$ cat src/rtl/lsfe_pkg.sv
// Package with the constants and the command type shared by the LED frame encoder.
`default_nettype none

package lsfe_pkg;

    localparam int MAX_LEDS       = 256;
    localparam int COLOR_W        = 8;
    localparam int BRIGHT_W       = 5;
    localparam int BYTE_W         = 8;
    localparam int END_ZEROS_BASE = 5;
    localparam int END_ZEROS_DIV  = 16;

    // The LED counter must be able to hold MAX_LEDS itself.
    localparam int CNT_W  = $clog2(MAX_LEDS + 1);
    // Width of the end frame zero count and of the back end byte counter.
    localparam int ZERO_W = $clog2(END_ZEROS_BASE + MAX_LEDS / END_ZEROS_DIV + 1);

    localparam int QDEPTH = 2;
    localparam int PTR_W  = (QDEPTH > 1) ? $clog2(QDEPTH) : 1;
    localparam int QCNT_W = $clog2(QDEPTH + 1);

    localparam logic [BYTE_W-1:0] HEADER_MARK = 8'hE0;
    localparam logic [BYTE_W-1:0] END_MARK    = 8'hFF;
    localparam logic [BYTE_W-1:0] ZERO_BYTE   = 8'h00;

    // One classified LED, ready for the byte sequencer.
    typedef struct packed {
        logic [COLOR_W-1:0] red;
        logic [COLOR_W-1:0] green;
        logic [COLOR_W-1:0] blue;
        logic [BYTE_W-1:0]  header;
        logic               start;
        logic               last_led;
        logic [ZERO_W-1:0]  zeros;
    } t_cmd;

endpackage

`default_nettype wire

$ cat src/rtl/lsfe_led_if.sv
// Interface for the LED color input channel.
`default_nettype none

interface lsfe_led_if;
    import lsfe_pkg::*;

    logic               valid;
    logic               ready;
    logic [COLOR_W-1:0] red;
    logic [COLOR_W-1:0] green;
    logic [COLOR_W-1:0] blue;
    logic               last_led;

    modport source (output valid, output red, output green, output blue,
                    output last_led, input ready);
    modport sink   (input valid, input red, input green, input blue,
                    input last_led, output ready);
endinterface

`default_nettype wire

$ cat src/rtl/lsfe_byte_if.sv
// Interface for the serial byte output channel.
`default_nettype none

interface lsfe_byte_if;
    import lsfe_pkg::*;

    logic              valid;
    logic              ready;
    logic [BYTE_W-1:0] out_byte;
    logic              run_last;
    logic              frame_done;

    modport source (output valid, output out_byte, output run_last,
                    output frame_done, input ready);
    modport sink   (input valid, input out_byte, input run_last,
                    input frame_done, output ready);
endinterface

`default_nettype wire

$ cat src/rtl/lsfe_cfg_if.sv
// Interface for the brightness register write channel.
`default_nettype none

interface lsfe_cfg_if;
    import lsfe_pkg::*;

    logic                valid;
    logic                ready;
    logic [BRIGHT_W-1:0] data;

    modport source (output valid, output data, input ready);
    modport sink   (input valid, input data, output ready);
endinterface

`default_nettype wire

$ cat src/rtl/lsfe_queue.sv
// Short command queue between the front end and the byte sequencer.
`default_nettype none

module lsfe_queue (
    input  logic           i_clk,
    input  logic           i_rst_n,
    input  logic           i_push,
    input  lsfe_pkg::t_cmd i_cmd,
    output logic           o_full,
    output logic           o_valid,
    output lsfe_pkg::t_cmd o_cmd,
    input  logic           i_pop
);
    import lsfe_pkg::*;

    t_cmd              r_mem [QDEPTH];
    logic [PTR_W-1:0]  r_wr_ptr;
    logic [PTR_W-1:0]  r_rd_ptr;
    logic [QCNT_W-1:0] r_count;
    logic [PTR_W-1:0]  n_wr_ptr;
    logic [PTR_W-1:0]  n_rd_ptr;
    logic [QCNT_W-1:0] n_count;

    assign o_full  = (r_count == QCNT_W'(QDEPTH));
    assign o_valid = (r_count != '0);
    assign o_cmd   = r_mem[r_rd_ptr];

    always_comb begin
        n_wr_ptr = r_wr_ptr;
        n_rd_ptr = r_rd_ptr;
        n_count  = r_count;
        if (i_push) begin
            n_wr_ptr = (r_wr_ptr == PTR_W'(QDEPTH - 1)) ? '0 : r_wr_ptr + PTR_W'(1);
        end
        if (i_pop) begin
            n_rd_ptr = (r_rd_ptr == PTR_W'(QDEPTH - 1)) ? '0 : r_rd_ptr + PTR_W'(1);
        end
        if (i_push && !i_pop) begin
            n_count = r_count + QCNT_W'(1);
        end else if (!i_push && i_pop) begin
            n_count = r_count - QCNT_W'(1);
        end
    end

    always_ff @(posedge i_clk) begin
        if (!i_rst_n) begin
            r_wr_ptr <= '0;
            r_rd_ptr <= '0;
            r_count  <= '0;
        end else begin
            r_wr_ptr <= n_wr_ptr;
            r_rd_ptr <= n_rd_ptr;
            r_count  <= n_count;
        end
    end

    always_ff @(posedge i_clk) begin
        if (i_push) begin
            r_mem[r_wr_ptr] <= i_cmd;
        end
    end

    a_no_push_full: assert property (@(posedge i_clk) disable iff (!i_rst_n)
        o_full |-> !i_push || i_pop)
        else $error("queue pushed while full");

    a_no_pop_empty: assert property (@(posedge i_clk) disable iff (!i_rst_n)
        i_pop |-> o_valid)
        else $error("queue popped while empty");

endmodule

`default_nettype wire

$ cat src/rtl/lsfe_front.sv
// Front end: takes LED beats, tracks the LED count and builds sequencer commands.
`default_nettype none

module lsfe_front (
    input  logic           i_clk,
    input  logic           i_rst_n,
    lsfe_led_if.sink       i_led,
    lsfe_cfg_if.sink       i_cfg,
    input  logic           i_full,
    output logic           o_push,
    output lsfe_pkg::t_cmd o_cmd
);
    import lsfe_pkg::*;

    logic [BRIGHT_W-1:0] r_brightness;
    logic [CNT_W-1:0]    r_count;
    logic [CNT_W-1:0]    n_count;
    logic [CNT_W-1:0]    cnt_inc;

    assign i_led.ready = !i_full;
    assign i_cfg.ready = 1'b1;
    assign o_push      = i_led.valid && !i_full;

    // Count after this LED, held at MAX_LEDS once reached.
    assign cnt_inc = (r_count < CNT_W'(MAX_LEDS)) ? r_count + CNT_W'(1) : r_count;
    assign n_count = i_led.last_led ? '0 : cnt_inc;

    always_comb begin
        o_cmd.red      = i_led.red;
        o_cmd.green    = i_led.green;
        o_cmd.blue     = i_led.blue;
        o_cmd.header   = HEADER_MARK | BYTE_W'(r_brightness);
        o_cmd.start    = (r_count == '0);
        o_cmd.last_led = i_led.last_led;
        o_cmd.zeros    = ZERO_W'(END_ZEROS_BASE) + ZERO_W'(cnt_inc / END_ZEROS_DIV);
    end

    always_ff @(posedge i_clk) begin
        if (!i_rst_n) begin
            r_brightness <= '1;
            r_count      <= '0;
        end else begin
            if (i_cfg.valid) begin
                r_brightness <= i_cfg.data;
            end
            if (o_push) begin
                r_count <= n_count;
            end
        end
    end

    a_count_clears: assert property (@(posedge i_clk) disable iff (!i_rst_n)
        o_push && i_led.last_led |=> r_count == '0)
        else $error("LED count not cleared after last LED");

endmodule

`default_nettype wire

$ cat src/rtl/lsfe_back.sv
// Back end: each command's bytes fill an output register, one per cycle unless stalled.
`default_nettype none

module lsfe_back (
    input  logic           i_clk,
    input  logic           i_rst_n,
    input  logic           i_valid,
    input  lsfe_pkg::t_cmd i_cmd,
    output logic           o_pop,
    lsfe_byte_if.source    o_byte
);
    import lsfe_pkg::*;

    typedef enum logic [2:0] {
        S_NEW, S_START, S_HDR, S_BLUE, S_GREEN, S_RED, S_END, S_ZERO
    } t_state;

    t_state            r_state;
    t_state            n_state;
    t_state            cur;
    logic [ZERO_W-1:0] r_cnt;
    logic [ZERO_W-1:0] n_cnt;
    logic              r_out_valid;
    logic [BYTE_W-1:0] r_byte;
    logic              r_run_last;
    logic              r_frame_done;
    logic [BYTE_W-1:0] n_byte;
    logic              n_run_last;
    logic              n_frame_done;
    logic              adv;
    logic              emit;

    assign adv  = !r_out_valid || o_byte.ready;
    assign emit = adv && i_valid;

    // At the start of a command the first byte depends on whether a start frame leads.
    assign cur = (r_state == S_NEW) ? (i_cmd.start ? S_START : S_HDR) : r_state;

    always_comb begin
        n_state      = cur;
        n_cnt        = r_cnt;
        n_byte       = ZERO_BYTE;
        n_run_last   = 1'b0;
        n_frame_done = 1'b0;
        o_pop        = 1'b0;
        case (cur)
            S_START: begin
                if (r_cnt == ZERO_W'(3)) begin
                    n_state = S_HDR;
                    n_cnt   = '0;
                end else begin
                    n_cnt = r_cnt + ZERO_W'(1);
                end
            end
            S_HDR: begin
                n_byte  = i_cmd.header;
                n_state = S_BLUE;
            end
            S_BLUE: begin
                n_byte  = i_cmd.blue;
                n_state = S_GREEN;
            end
            S_GREEN: begin
                n_byte  = i_cmd.green;
                n_state = S_RED;
            end
            S_RED: begin
                n_byte = i_cmd.red;
                if (i_cmd.last_led) begin
                    n_state = S_END;
                end else begin
                    n_state    = S_NEW;
                    n_run_last = 1'b1;
                    o_pop      = emit;
                end
            end
            S_END: begin
                n_byte  = END_MARK;
                n_state = S_ZERO;
                n_cnt   = '0;
            end
            S_ZERO: begin
                if (r_cnt == i_cmd.zeros - ZERO_W'(1)) begin
                    n_state      = S_NEW;
                    n_cnt        = '0;
                    n_run_last   = 1'b1;
                    n_frame_done = 1'b1;
                    o_pop        = emit;
                end else begin
                    n_cnt = r_cnt + ZERO_W'(1);
                end
            end
            default: begin
                n_state = S_NEW;
            end
        endcase
    end

    always_ff @(posedge i_clk) begin
        if (!i_rst_n) begin
            r_state     <= S_NEW;
            r_cnt       <= '0;
            r_out_valid <= 1'b0;
        end else if (adv) begin
            r_out_valid <= i_valid;
            if (i_valid) begin
                r_state      <= n_state;
                r_cnt        <= n_cnt;
                r_byte       <= n_byte;
                r_run_last   <= n_run_last;
                r_frame_done <= n_frame_done;
            end
        end
    end

    assign o_byte.valid      = r_out_valid;
    assign o_byte.out_byte   = r_byte;
    assign o_byte.run_last   = r_run_last;
    assign o_byte.frame_done = r_frame_done;

    a_done_is_last: assert property (@(posedge i_clk) disable iff (!i_rst_n)
        r_out_valid && r_frame_done |-> r_run_last)
        else $error("frame_done without run_last");

    a_pop_returns: assert property (@(posedge i_clk) disable iff (!i_rst_n)
        o_pop |=> r_state == S_NEW && r_cnt == '0)
        else $error("sequencer did not return to a fresh command after pop");

endmodule

`default_nettype wire

$ cat src/rtl/led_strip_frame_encoder.sv
// Top level of the two-wire addressable LED strip frame encoder.
`default_nettype none

// The encoder takes one LED per beat on i_led (red, green, blue and a last_led
// flag) and produces the byte stream for a two-wire LED strip on o_byte, one byte
// per beat. The first LED of a frame is preceded by a start frame of four zero
// bytes. Each LED becomes a header byte (0xE0 OR the brightness register),
// then blue, green and red. After the LED flagged last, an end frame follows:
// 0xFF and then 5 + count/16 zero bytes, where count is the number of LEDs in
// the frame, held at MAX_LEDS once reached. run_last marks the final byte that
// an LED beat causes and frame_done marks the final byte of the end frame.
// The brightness register resets to 31 and is written through i_cfg, whose
// ready is always high; write it only while no LED is in flight.
// Rate: the output side moves one byte per cycle while a command waits and the
// sink is ready. The byte sequencer in the back end sets this rate; a
// two-entry command queue lets the input take the next LED while the
// sequencer still works, and the output register keeps the next byte ready
// while the sink stalls. An accepted LED passes through the command queue
// and the output register before its first byte appears.
module led_strip_frame_encoder (
    input  logic        i_clk,
    input  logic        i_rst_n,
    lsfe_led_if.sink    i_led,
    lsfe_cfg_if.sink    i_cfg,
    lsfe_byte_if.source o_byte
);
    import lsfe_pkg::*;

    // Commands leaving the front end.
    logic push;
    t_cmd push_cmd;
    logic full;

    // Commands entering the sequencer.
    logic head_valid;
    t_cmd head_cmd;
    logic pop;

    // The front end classifies each LED: whether it opens a frame, its header
    // byte and, for the last LED, the length of the end frame's zero run.
    lsfe_front u_front (
        .i_clk   (i_clk),
        .i_rst_n (i_rst_n),
        .i_led   (i_led),
        .i_cfg   (i_cfg),
        .i_full  (full),
        .o_push  (push),
        .o_cmd   (push_cmd)
    );

    lsfe_queue u_queue (
        .i_clk   (i_clk),
        .i_rst_n (i_rst_n),
        .i_push  (push),
        .i_cmd   (push_cmd),
        .o_full  (full),
        .o_valid (head_valid),
        .o_cmd   (head_cmd),
        .i_pop   (pop)
    );

    // The sequencer emits the bytes of the head command and pops it with the
    // final byte.
    lsfe_back u_back (
        .i_clk   (i_clk),
        .i_rst_n (i_rst_n),
        .i_valid (head_valid),
        .i_cmd   (head_cmd),
        .o_pop   (pop),
        .o_byte  (o_byte)
    );

endmodule

`default_nettype wire
$ cat src/flat_wrapper.sv
// flat-port wrapper written by rule: the top's interface ports become plain ports
module led_strip_frame_encoder_flat import lsfe_pkg::*;
  (i_clk, i_rst_n, i_led_valid, i_led_red, i_led_green, i_led_blue, i_led_last_led, i_led_ready, i_cfg_valid, i_cfg_data, i_cfg_ready, o_byte_valid, o_byte_out_byte, o_byte_run_last, o_byte_frame_done, o_byte_ready);
  lsfe_led_if i_led_i ();
  lsfe_cfg_if i_cfg_i ();
  lsfe_byte_if o_byte_i ();
  input  logic i_clk;
  input  logic i_rst_n;
  input wire logic [$bits(i_led_i.valid)-1:0] i_led_valid;
  input wire logic [$bits(i_led_i.red)-1:0] i_led_red;
  input wire logic [$bits(i_led_i.green)-1:0] i_led_green;
  input wire logic [$bits(i_led_i.blue)-1:0] i_led_blue;
  input wire logic [$bits(i_led_i.last_led)-1:0] i_led_last_led;
  output wire logic [$bits(i_led_i.ready)-1:0] i_led_ready;
  input wire logic [$bits(i_cfg_i.valid)-1:0] i_cfg_valid;
  input wire logic [$bits(i_cfg_i.data)-1:0] i_cfg_data;
  output wire logic [$bits(i_cfg_i.ready)-1:0] i_cfg_ready;
  output wire logic [$bits(o_byte_i.valid)-1:0] o_byte_valid;
  output wire logic [$bits(o_byte_i.out_byte)-1:0] o_byte_out_byte;
  output wire logic [$bits(o_byte_i.run_last)-1:0] o_byte_run_last;
  output wire logic [$bits(o_byte_i.frame_done)-1:0] o_byte_frame_done;
  input wire logic [$bits(o_byte_i.ready)-1:0] o_byte_ready;
  assign i_led_i.valid = i_led_valid;
  assign i_led_i.red = i_led_red;
  assign i_led_i.green = i_led_green;
  assign i_led_i.blue = i_led_blue;
  assign i_led_i.last_led = i_led_last_led;
  assign i_led_ready = i_led_i.ready;
  assign i_cfg_i.valid = i_cfg_valid;
  assign i_cfg_i.data = i_cfg_data;
  assign i_cfg_ready = i_cfg_i.ready;
  assign o_byte_valid = o_byte_i.valid;
  assign o_byte_out_byte = o_byte_i.out_byte;
  assign o_byte_run_last = o_byte_i.run_last;
  assign o_byte_frame_done = o_byte_i.frame_done;
  assign o_byte_i.ready = o_byte_ready;
  led_strip_frame_encoder u_core (.i_clk(i_clk), .i_rst_n(i_rst_n), .i_led(i_led_i), .i_cfg(i_cfg_i), .o_byte(o_byte_i));
endmodule
$ cat config.mk
export PLATFORM = sky130hd
export DESIGN_NAME = led_strip_frame_encoder_flat
export DESIGN_NICKNAME = d
export VERILOG_FILES = /design/src/rtl/lsfe_pkg.sv /design/src/rtl/lsfe_led_if.sv /design/src/rtl/lsfe_byte_if.sv /design/src/rtl/lsfe_cfg_if.sv /design/src/rtl/lsfe_queue.sv /design/src/rtl/lsfe_front.sv /design/src/rtl/lsfe_back.sv /design/src/rtl/led_strip_frame_encoder.sv /design/src/flat_wrapper.sv
export SDC_FILE = /design/constraint.sdc
export NUM_CORES = 1
export LEC_CHECK = 0
export BUFFER_PORTS_ARGS = -buffer_cell sky130_fd_sc_hd__buf_2
export CAP_MARGIN = 5
export CORE_MARGIN = 1
export CORE_UTILIZATION = 50
export CTS_BUF_LIST = sky130_fd_sc_hd__clkbuf_8
export DETAILED_ROUTE_END_ITERATION = 8
export PLACE_DENSITY = 0.69
export SYNTH_ARGS = -nofsm -noshare
export SYNTH_HDL_FRONTEND = slang
export SYNTH_SLANG_ARGS = --single-unit
export TNS_END_PERCENT = 10
$ cat constraint.sdc
create_clock -name i_clk -period 4.6 [get_ports i_clk]
set_input_delay 0.46 -clock i_clk [delete_from_list [all_inputs] [get_ports i_clk]]
set_output_delay 0.46 -clock i_clk [all_outputs]
set_load 0.01 [all_outputs]
==> reports/summary.log, run 1 <==
qor: critical_path.timing.critical_path.to_type register
qor: synthesis.synth-edff-count 82
qor: synthesis.ys_seq_elements 110
qor: clock_network.post_cts.repair.setup_buffers 0
qor: die.dieArea 10000 sq um
qor: drt.finalWirelength 9340 um
qor: drt.drtIter0Drc 231
qor: clock_network.cts_resized 0
qor: synthesis.synth.top_cell.area_share 51.3%
qor: synthesis.synth_area 4800 sq um
qor: global_routing.grtUsageTotal 20.4%
qor: min_path.holdPathStages 1
qor: timing.setup_repair_after_global_routing_missed_its_margin false
qor: timing.max-slew-margin-rel 28.1%
qor: timing.timing_worst_slew_pin_value 1.08 ns
qor: critical_path.critPathRequiredTime 4.90 ns
qor: timing.achievable-frequency 329 MHz
qor: min_path.min_path_type input port to register
qor: drt.drtAntennaViolNets 0
qor: synthesis.yosys.cell_types.count 55
qor: global_routing.grt_overflow 0
qor: critical_path.critPathMaxFanout 8
qor: cells_and_area.fillCellCount 786
qor: pwr.power.ir.vdd_worst 0.000220 V
qor: clock_network.root_buffer clkbuf_8
qor: synthesis.synth.most_common_cell edfxtp_1
qor: timing.fin_crit 3.04 ns
qor: drt.post_drt_wl_per_cell 16.5 um
qor: timing.period_share 66.1%
qor: placed_design.hpwlAfterDp 6460 um
qor: synthesis.synthTopCellsByArea edfxtp_1 (51%), dfxtp_1 (12%), mux2i_1 (3.1%), o21ai_0 (3.0%), nand2_1 (2.9%)
qor: timing.whs 0.266 ns
qor: clock_network.post_cts_hold_buffer_count 0
qor: placed_design.dp_slack 1.56 ns
qor: timing.setup_ws 1.56 ns
qor: outcome.status finished clean
qor: run.cap_violations 0
qor: cells_and_area.antenna_cells 0
qor: global_routing.global_route_wire_length_before_repair 15300 um
qor: die.die_span_x 100 um
qor: synthesis.synth_nets 430
qor: critical_path.worst-setup-path-type register to register
qor: synthesis.ys_seq_area_share 62.9%
qor: synthesis.most_used_dff_post_synth edfxtp_1
qor: timing.timing.final.max_slew_violations 0
qor: synthesis.syn_area_cell 12.3 sq um
qor: synthesis.synth.largest_area_cell edfxtp_1
qor: critical_path.ff2ff_path_depth 10
qor: global_routing.antenna_found_initial 0
qor: cells_and_area.drive_gt1_share 18.8%
qor: drt.dr_total_vias 3136
qor: critical_path.worst_ep_arrival_time 3.34 ns
qor: critical_path.setup.worst_path.start_class register
qor: synthesis.synthArstFlopShare 0%
qor: drt.drt-vias-per-instance 5.54
qor: timing.fin_tns_setup 0 ns
qor: cells_and_area.flow.area_growth_from_synthesis 11.0%
qor: clock_network.clock_sinks 110
qor: drt.drt_first_pass_iters 5
qor: clock_network.ctsLongestPathBuffers 2
qor: synthesis.synthCells 389
qor: placed_design.numPortBuffers 46
qor: die.num_io_pins 48
qor: global_routing.grt_pass1_vias 3081
qor: synthesis.yosysWarningCount 0
qor: placed_design.routabilityCongestion 0.833
qor: clock_network.clk_transition_reported_paths 0.11 ns
qor: timing.timing.clock.skew 0.0172 ns
qor: timing.final-hold-violation-count 0
qor: die.core_area 9280 sq um
qor: pwr.power.density 419 nW/um^2
qor: synthesis.netlist_top_cells_count edfxtp_1 (82), nand2_1 (37), o21ai_0 (29)
qor: timing.finalSetupViolCount 0
qor: die.chipHeight 100 um
qor: global_routing.grt_max_degree 37
qor: clock_network.cts_htree_levels 3
qor: pwr.leakagePower 1.93 nW
qor: drt.detail_route.drc_violations 0
qor: clock_network.insertion_delay_to_the_later_sink_of_the_worst_skew_pair 0.38 ns
qor: clock_network.tritoncts_clock_tree built
qor: die.floorplan.initialDensity 51.7%
qor: die.row_count 35
qor: cells_and_area.final_nets 473
qor: clock_network.cts_buffers 9
-- logic make-up (layout without fill, tap and decap cells) --
family	Yosys count	count (layout)	synth area share [%]
xor+xnor	16	16	3.07
mux	26	26	6.49
compound gates	85	85	12.1
fa+ha+maj	6	6	1.56
flops	110	110	62.9
other cells	1	1	0.0781
simple gates	107	107	10.5
buf+inv	38	86	3.23
-- cells in the final DEF, fill, tap and decap left out, types with 3 or more instances in the layout --
master	n
nor2b_1	6
a22oi_1	7
a31oi_1	4
nand3_1	7
clkbuf_8	9
a21oi_1	14
xor2_1	7
edfxtp_1	82
a222oi_1	10
nand2_1	37
mux2_2	7
ha_1	6
and3_1	4
xnor2_1	8
buf_2	46
inv_1	21
dfxtp_1	28
nor3_1	8
a211o_1	3
nor2_1	25
o21ai_0	29
mux4_2	3
nand2b_1	6
buf_4	3
mux2i_1	15
-- path summary, 6_finish.rpt --
path,slack [ns],to,from
setup / recovery,1.56,u_core.u_queue.r_count[1],register
hold / removal,0.27,u_core.u_queue.r_mem[0][14],i_led_blue[2]
setup reg to reg,1.56,u_core.u_queue.r_count[1],register
hold reg to reg,0.48,u_core.u_queue.r_mem[1][8],u_core.u_front.r_brightness[1]
-- stage by stage --
step	util, %	cell area (sq um)	power [mW]	cells
2_1_floorplan	-	4800	1.57	389
3_3_place_gp	55.5	5150	1.70	550
3_5_place_dp	55.5	5150	1.71	550
4_1_cts	57.4	5330	2.25	566
5_1_grt	57.4	5330	2.35	566
6_report	57.4	5330	2.23	566
-- power by group --
part	total [mW]	internal (mW)	leakage [nW]	switching [mW]
clock network	0.542	0.206	0.0988	0.336
logic	0.439	0.172	0.858	0.267
registers	1.25	1.19	0.972	0.0630
-- critical path, cell delays in order (launching register included) --
cell and delay, ns:
dfxtp_1 0.55, mux2i_1 0.33, ha_1 0.29, nand4_1 0.11
mux2_4 0.29, a211oi_4 0.31, or2_2 0.17, nand2_1 0.06
ha_1 0.36, or3_1 0.35, a21oi_1 0.15
-- state kept, by name, summed over array words and instances, names as in the netlist, named ones only --
register and count:
u_core.u_front.r_count 9, u_core.u_back.o_byte.out_byte 8, u_core.u_front.r_brightness 5, u_core.u_queue.r_rd_ptr 1, u_core.u_back.o_byte.frame_done 1, u_core.u_back.o_byte.run_last 1, u_core.u_queue.r_count 2, u_core.u_back.o_byte.valid 1
u_core.u_queue.r_mem 72, u_core.u_back.r_cnt 5, u_core.u_queue.r_wr_ptr 1, u_core.u_back.r_state 3
-- routing by layer --
metal	track usage, %	vias up	part of all wire, %
met4	7.69	0	1.6
li1	-	1521	-
met3	3.27	10	4.2
met1	29.2	1518	49
met2	31.8	87	46
met5	0	-	0
-- area by class of cell --
cell class	count	area (sq um)	share of cell area, %
repair buffers	49	253	4.74
well taps	129	161	3.03
clock buffers	9	124	2.32
multi-input cells	241	1630	30.6
clock inverters	7	57.6	1.08
inverters	21	78.8	1.48
flip-flops and latches	110	3020	56.7
Power figures use the tool's default switching activity.
==> run 2, diff against run 1 <==
==> constraint.sdc (replaced) <==
create_clock -name i_clk -period 2.84 [get_ports i_clk]
set_input_delay 0.284 -clock i_clk [delete_from_list [all_inputs] [get_ports i_clk]]
set_output_delay 0.284 -clock i_clk [all_outputs]
set_load 0.01 [all_outputs]
==> reports/summary.log, run 2 (synthesized netlist as in run 1, its figures left out) <==
qor: min_path.hold_start i_led_green[1]
qor: clock_network.post_cts_hold_buffer_count 0 [unchanged]
qor: global_routing.grt_overflow 0 [unchanged]
qor: run.cap_violations 0 [unchanged]
qor: cells_and_area.flow.area_growth_from_synthesis 13.1%
qor: timing.timing.clock.skew 0.0251 ns [+0.00791 ns]
qor: timing.fin_crit 2.66 ns [-0.378 ns]
qor: critical_path.worst_ep_arrival_time 2.96 ns [-0.38 ns]
qor: timing.setup_ws 0.178 ns [-1.38 ns]
qor: min_path.holdPathStages 1 [unchanged]
qor: drt.drt-vias-per-instance 5.58 [+0.71%]
qor: timing.timing.final.max_slew_violations 0 [unchanged]
qor: timing.setup_repair_after_global_routing_missed_its_margin false
qor: timing.period_share 93.7% [+28 points]
qor: drt.finalWirelength 9310 um [-0.35%]
qor: critical_path.ff2ff_setup_slack 0.18 ns [-1.38 ns]
qor: cells_and_area.most_common_library_cell_in_the_layout_ignoring_fill_and_taps edfxtp_1
qor: pwr.leakagePower 1.99 nW [+2.9%]
qor: critical_path.setup.worst_path.start_class register
qor: clock_network.root_buffer clkbuf_8
qor: critical_path.timing.critical_path.to_type register
qor: clock_network.cts_buffers 9 [unchanged]
qor: critical_path.ff2ff_path_depth 10 [unchanged]
qor: die.die_span_x 100 um [unchanged]
qor: critical_path.worstPathBufferInverterCount 0 [unchanged]
qor: die.num_io_pins 48 [unchanged]
qor: critical_path.critPathRequiredTime 3.13 ns [-1.77 ns]
qor: clock_network.tritoncts_clock_tree built
qor: drt.dr_total_vias 3214 [+2.5%]
qor: placed_design.placed_area 5220 sq um [+1.5%]
qor: timing.finalSetupViolCount 0 [unchanged]
qor: placed_design.dp_slack 0.0804 ns [-1.48 ns]
qor: outcome.status finished clean
qor: global_routing.grt_pass1_vias 3136 [+1.8%]
qor: critical_path.critical-path-max-stage-delay 0.38 ns [-0.17 ns]
qor: critical_path.worst-setup-path-type register to register
qor: critical_path.reg2reg_to u_core.u_queue.r_count[1]
qor: clock_network.clock_sinks 110 [unchanged]
qor: critical_path.critPathMaxFanout 5 [-3]
qor: global_routing.grt_max_degree 37 [unchanged]
qor: cells_and_area.stdcell_area 5430 sq um [+1.9%]
qor: die.dieArea 10000 sq um [unchanged]
qor: global_routing.global_route_wire_length_before_repair 14800 um [-3.8%]
qor: drt.detail_route.drc_violations 0 [unchanged]
qor: cells_and_area.stdcell_count 576 [+1.8%]
qor: placed_design.cell_count_after_placement 560 [+1.8%]
qor: clock_network.cts_htree_levels 3 [unchanged]
qor: drt.post_drt_wl_per_cell 16.2 um [-2.1%]
qor: placed_design.numPortBuffers 46 [unchanged]
qor: die.row_count 35 [unchanged]
qor: timing.final-hold-violation-count 0 [unchanged]
qor: global_routing.grtUsageTotal 19.4% [-0.98 points]
qor: timing.achievable-frequency 376 MHz [+14%]
qor: timing.fin_tns_setup 0 ns [unchanged]
qor: die.floorplan.initialDensity 51.7% [unchanged]
qor: clock_network.clk_transition_reported_paths 0.12 ns [about the same]
qor: timing.max-slew-margin-rel 59.2% [+31 points]
qor: drt.drt_first_pass_iters 5 [unchanged]
qor: critical_path.worst-path-stages 10 [unchanged]
qor: global_routing.antenna_found_initial 0 [unchanged]
qor: clock_network.cts_resized 0 [unchanged]
qor: min_path.timing.hold.worst_endpoint u_core.u_queue.r_mem[0][21]
qor: cells_and_area.drive_gt1_share 21.5% [+2.7 points]
qor: clock_network.post_cts.repair.setup_buffers 0 [unchanged]
qor: cells_and_area.final_nets 483 [+2.1%]
qor: min_path.min_path_type input port to register
qor: placed_design.routabilityCongestion 0.830 [-0.32%]
qor: critical_path.cp_slowest_cell dfxtp_2
qor: die.chipHeight 100 um [unchanged]
qor: cells_and_area.mostFrequentLayoutCells edfxtp_1 (82), buf_2 (46), nand2_1 (37)
qor: pwr.power.ir.vdd_worst 0.000354 V [+61%]
qor: clock_network.insertion_delay_to_the_later_sink_of_the_worst_skew_pair 0.38 ns [about the same]
qor: clock_network.ctsLongestPathBuffers 2 [unchanged]
qor: cells_and_area.postLayoutCoreUtil 58.5% [+1.1 points]
qor: critical_path.worst_path_dominant_cell_family simple AND/OR/NAND/NOR gates
qor: cells_and_area.largest_reg_flops 72 [unchanged]
qor: pwr.power.density 683 nW/um^2 [+63%]
qor: drt.drtIter0Drc 245 [+6.1%]
qor: placed_design.hpwlAfterDp 6450 um [-0.18%]
qor: cells_and_area.top_register u_core.u_queue.r_mem
qor: cells_and_area.antenna_cells 0 [unchanged]
qor: die.core_area 9280 sq um [unchanged]
qor: critical_path.cp_cell_sequence mux2i_2 > ha_2 > nand4_1 > mux2_4 > a211oi_4 > or2_2 > nand2_1 > ha_1 > or3_1 > a21oi_1
qor: drt.drtAntennaViolNets 0 [unchanged]
qor: timing.timing_worst_slew_pin_value 0.606 ns [-0.470 ns]
-- run 2: worst max path at each step --
stage | startpoint | end | slack [ns]
floorplan | u_core.u_queue.r_count[0] | u_core.u_queue.r_mem[0][0] | 0.09
global placement | register | u_core.u_queue.r_count[1] | 0.19
detailed placement | register | u_core.u_queue.r_count[1] | 0.08
CTS | register | u_core.u_queue.r_count[1] | 0.05
global route | register | u_core.u_queue.r_count[1] | 0.01
finish | register | u_core.u_queue.r_count[1] | 0.18
-- run 2: per-stage QoR --
step                hold WS [ns]  power, mW
floorplan                  0.383       2.55
global placement           0.430       2.80
detailed placement         0.441       2.82
CTS                       0.0733       3.73
global route              0.0706       3.88
finish                    0.0813       3.71
-- run 2: cell type report --
type | instances | area (sq um)
clock buffers | 9 | 124
repair buffers | 59 | 328
flip-flops and latches | 110 | 3020
multi-input cells | 241 | 1640
clock inverters | 7 | 77.6
fillers | 776 | 3850
well taps | 129 | 161
inverters | 21 | 78.8
-- run 2: power breakdown --
part / total (mW) / leakage, nW / switching (mW) / internal (mW)
clock: 0.928 / 0.103 / 0.579 / 0.350
sequential: 2.00 / 0.973 / 0.0746 / 1.93
combinational: 0.782 / 0.910 / 0.466 / 0.315
-- run 2: layer usage --
layer	GRT usage, %	up-vias	wire length [um]
met2	30.9	133	4310
met5	0	-	0
li1	-	1547	-
met4	7.25	0	138
met1	27.0	1519	4220
met3	3.48	15	636
==> run 3, diff against run 2 <==
--- a/config.mk
+++ b/config.mk
@@ -5,6 +5,7 @@
 export SDC_FILE = /design/constraint.sdc
 export NUM_CORES = 1
 export LEC_CHECK = 0
+export ABC_AREA = 1
 export BUFFER_PORTS_ARGS = -buffer_cell sky130_fd_sc_hd__buf_2
 export CAP_MARGIN = 5
 export CORE_MARGIN = 1
@@ -12,6 +13,8 @@
 export CTS_BUF_LIST = sky130_fd_sc_hd__clkbuf_8
 export DETAILED_ROUTE_END_ITERATION = 8
 export PLACE_DENSITY = 0.69
+export SETUP_SLACK_MARGIN = 0.02
+export SKIP_LAST_GASP = 1
 export SYNTH_ARGS = -nofsm -noshare
 export SYNTH_HDL_FRONTEND = slang
 export SYNTH_SLANG_ARGS = --single-unit
==> reports/summary.log, run 3 <==
qor: outcome.status finished clean
qor: synthesis.synth.top_cell.area_share 51.6% [+0.38 points]
qor: synthesis.syn_area_cell 9.95 sq um [-19%]
qor: clock_network.tritoncts_clock_tree built
qor: timing.setup_repair_after_global_routing_missed_its_margin false
qor: synthesis.yosys.cell_types.count 34 [-38%]
qor: timing.timing.final.max_slew_violations 0 [unchanged]
qor: synthesis.synthTopCellsByArea edfxtp_1 (52%), dfxtp_1 (12%), nand2_1 (12%), nand3_1 (3.8%), a21oi_1 (3.3%)
qor: pwr.power.density 610 nW/um^2 [-11%]
qor: critical_path.setup.worst_path.start_class register
qor: cells_and_area.top_register u_core.u_queue.r_mem
qor: clock_network.root_buffer clkbuf_8
qor: drt.finalWirelength 9640 um [+3.6%]
qor: pwr.clockPowerShare 27.7% [+2.7 points]
qor: clock_network.clk_transition_reported_paths 0.12 ns [about the same]
qor: critical_path.critPathRequiredTime 3.10 ns [-0.03 ns]
qor: clock_network.insertion_delay_to_the_later_sink_of_the_worst_skew_pair 0.38 ns [about the same]
qor: timing.timing.clock.skew 0.0167 ns [-0.00841 ns]
qor: timing.fin_tns_setup 0 ns [unchanged]
qor: synthesis.yosysWarningCount 0 [unchanged]
qor: global_routing.grt_pass1_vias 3347 [+6.7%]
qor: synthesis.synth.most_common_cell nand2_1
qor: synthesis.synth_area 4770 sq um [-0.73%]
qor: die.floorplan.initialDensity 51.6% [-0.13 points]
qor: cells_and_area.largest_reg_flops 72 [unchanged]
qor: die.core_area 9240 sq um [-0.47%]
qor: run.cap_violations 0 [unchanged]
qor: cells_and_area.antenna_cells 0 [unchanged]
qor: pwr.leakagePower 2.20 nW [+11%]
qor: global_routing.grt_max_degree 37 [unchanged]
qor: pwr.design_power_total 3.29 mW [-11%]
qor: drt.drt-vias-per-instance 5.06 [-9.3%]
qor: drt.detail_route.drc_violations 0 [unchanged]
qor: drt.drtIter0Drc 167 [-32%]
qor: timing.max-slew-margin-rel 66.2% [+7.1 points]
qor: placed_design.routabilityCongestion 0.938 [+13%]
qor: cells_and_area.mostFrequentLayoutCells nand2_1 (148), edfxtp_1 (82), buf_2 (46)
qor: placed_design.hpwlAfterDp 6900 um [+7.0%]
qor: global_routing.grt_overflow 0 [unchanged]
qor: critical_path.timing.critical_path.to_type register
qor: die.num_io_pins 48 [unchanged]
qor: drt.drtAntennaViolNets 0 [unchanged]
qor: synthesis.synthCells 479 [+23%]
qor: pwr.p_sw 0.924 mW [-17%]
qor: critical_path.critPathMaxFanout 6 [+1]
qor: pwr.power_frac_comb 14.0% [-7.1 points]
qor: synthesis.ys_seq_elements 110 [unchanged]
qor: clock_network.cts_htree_levels 3 [unchanged]
qor: drt.drt_first_pass_iters 4 [-1]
qor: placed_design.numPortBuffers 46 [unchanged]
qor: cells_and_area.final_nets 575 [+19%]
qor: cells_and_area.most_common_library_cell_in_the_layout_ignoring_fill_and_taps nand2_1
qor: synthesis.synth_nets 520 [+21%]
qor: clock_network.clock_sinks 110 [unchanged]
qor: global_routing.antenna_found_initial 0 [unchanged]
qor: timing.fin_crit 2.59 ns [-0.0720 ns]
qor: clock_network.cts_buffers 9 [unchanged]
qor: timing.finalSetupViolCount 0 [unchanged]
qor: timing.period_share 91.2% [-2.5 points]
qor: synthesis.synthArstFlopShare 0% [unchanged]
qor: timing.final-hold-violation-count 0 [unchanged]
qor: pwr.power_report.internal_total 2.37 mW [-8.5%]
qor: clock_network.post_cts.repair.setup_buffers 0 [unchanged]
qor: global_routing.global_route_wire_length_before_repair 15800 um [+7.2%]
qor: critical_path.worst_ep_arrival_time 2.85 ns [-0.11 ns]
qor: synthesis.synth.largest_area_cell edfxtp_1
qor: drt.dr_total_vias 3382 [+5.2%]
qor: min_path.min_path_type input port to register
qor: synthesis.synth-edff-count 82 [unchanged]
qor: cells_and_area.drive_gt1_share 17.1% [-4.4 points]
qor: die.row_count 35 [unchanged]
qor: timing.timing_worst_slew_pin_value 0.506 ns [-0.0999 ns]
qor: synthesis.most_used_dff_post_synth edfxtp_1
qor: critical_path.worst-setup-path-type register to register
qor: global_routing.grtUsageTotal 21.0% [+1.5 points]
qor: synthesis.ys_seq_area_share 63.4% [+0.46 points]
qor: clock_network.post_cts_hold_buffer_count 0 [unchanged]
qor: pwr.power.share.sequential 58.3% [+4.4 points]
qor: cells_and_area.flow.area_growth_from_synthesis 13.3%
qor: die.chipHeight 99.7 um [-0.36%]
qor: pwr.power.ir.vdd_worst 0.000292 V [-18%]
qor: timing.achievable-frequency 386 MHz [+2.8%]
qor: synthesis.netlist_top_cells_count nand2_1 (148), edfxtp_1 (82), inv_1 (41)
qor: clock_network.ctsLongestPathBuffers 2 [unchanged]
qor: pwr.sw_share 28.0% [-2.1 points]
qor: drt.post_drt_wl_per_cell 14.4 um [-11%]
qor: die.dieArea 9930 sq um [-0.72%]
qor: die.die_span_x 99.7 um [-0.36%]
## run 3: path summary, 6_finish.rpt
check	end	from	slack [ns]	depth (start not counted)
min	u_core.u_queue.r_mem[1][27]	i_led_green[7]	0.09	1
max	u_core.u_queue.r_count[1]	register	0.25	18
max reg2reg	u_core.u_queue.r_count[1]	register	0.25	18
min reg2reg	u_core.u_queue.r_mem[0][11]	u_core.u_front.r_brightness[4]	0.48	0
## run 3: metrics by stage
stage	instance area [sq um]	worst slack, ns	hold WS, ns	util (%)	instances
floorplan	4770	0.169	0.383	-	479
global placement	5190	0.321	0.438	56.2	652
detailed placement	5190	0.155	0.450	56.2	652
CTS	5390	0.114	0.0717	58.3	668
global route	5400	0.0184	0.0648	58.4	668
finish	5400	0.250	0.0873	58.4	668
## run 3: power by group through the flow
stage / Clock (mW) / Combinational, mW / Sequential (mW)
global placement: 0 / 0.447 / 1.95
finish: 0.913 / 0.460 / 1.92
floorplan: 0 / 0.292 / 1.96
detailed placement: 0 / 0.461 / 1.96
CTS: 0.934 / 0.463 / 1.92
global route: 0.987 / 0.525 / 1.93
## run 3: repair_timing
item,in CTS,in global routing
gates resized for setup,0,6
endpoints found under the setup margin,0,1
endpoints found under the hold margin,0,0
## run 3: area by class of cell
| type | count | area (sq um) |
|---|---|---|
| fill | 815 | 3840 |
| sequential | 110 | 3030 |
| multi-input combinational | 311 | 1530 |
| timing repair buffer | 56 | 318 |
| inverter | 46 | 173 |
| tap | 129 | 161 |
| clock buffer | 9 | 124 |
| clock inverter | 7 | 72.6 |
## run 3: metal layers
| metal | global-route usage [%] | vias to the layer above | routed length, um |
|---|---|---|---|
| li1 | - | 1731 | - |
| met1 | 27.3 | 1568 | 4440 |
| met2 | 35.1 | 67 | 4620 |
| met3 | 3.51 | 16 | 417 |
| met4 | 8.37 | 0 | 163 |
| met5 | 0 | - | 0 |
## run 3: critical path, stage by stage (launching register included)
cell	delay, ns
dfxtp_4	0.38
inv_2	0.09
nand2_1	0.07
nand2_1	0.10
inv_1	0.07
ha_2	0.32
xor2_1	0.15
nand3_1	0.11
nor2_2	0.12
nand3_2	0.09
nor2_1	0.09
nand2_1	0.05
nand2_1	0.08
inv_1	0.05
ha_1	0.31
a21oi_1	0.12
o21ai_1	0.10
o21ai_1	0.15
a21oi_1	0.05
## run 3: cells by family (layout without fill, tap and decap cells)
| group | count (synthesis) | after routing | synth area share [%] |
|---|---|---|---|
| xor gates and xnor gates | 6 | 6 | 1.10 |
| and+or+nand+nor | 234 | 234 | 20.7 |
| buffers and inverters | 58 | 118 | 5.04 |
| adders and majority gates | 6 | 6 | 1.57 |
| DFF | 110 | 110 | 63.4 |
| AOI/OAI and AO/OA | 64 | 64 | 8.16 |
| other | 1 | 1 | 0.0786 |
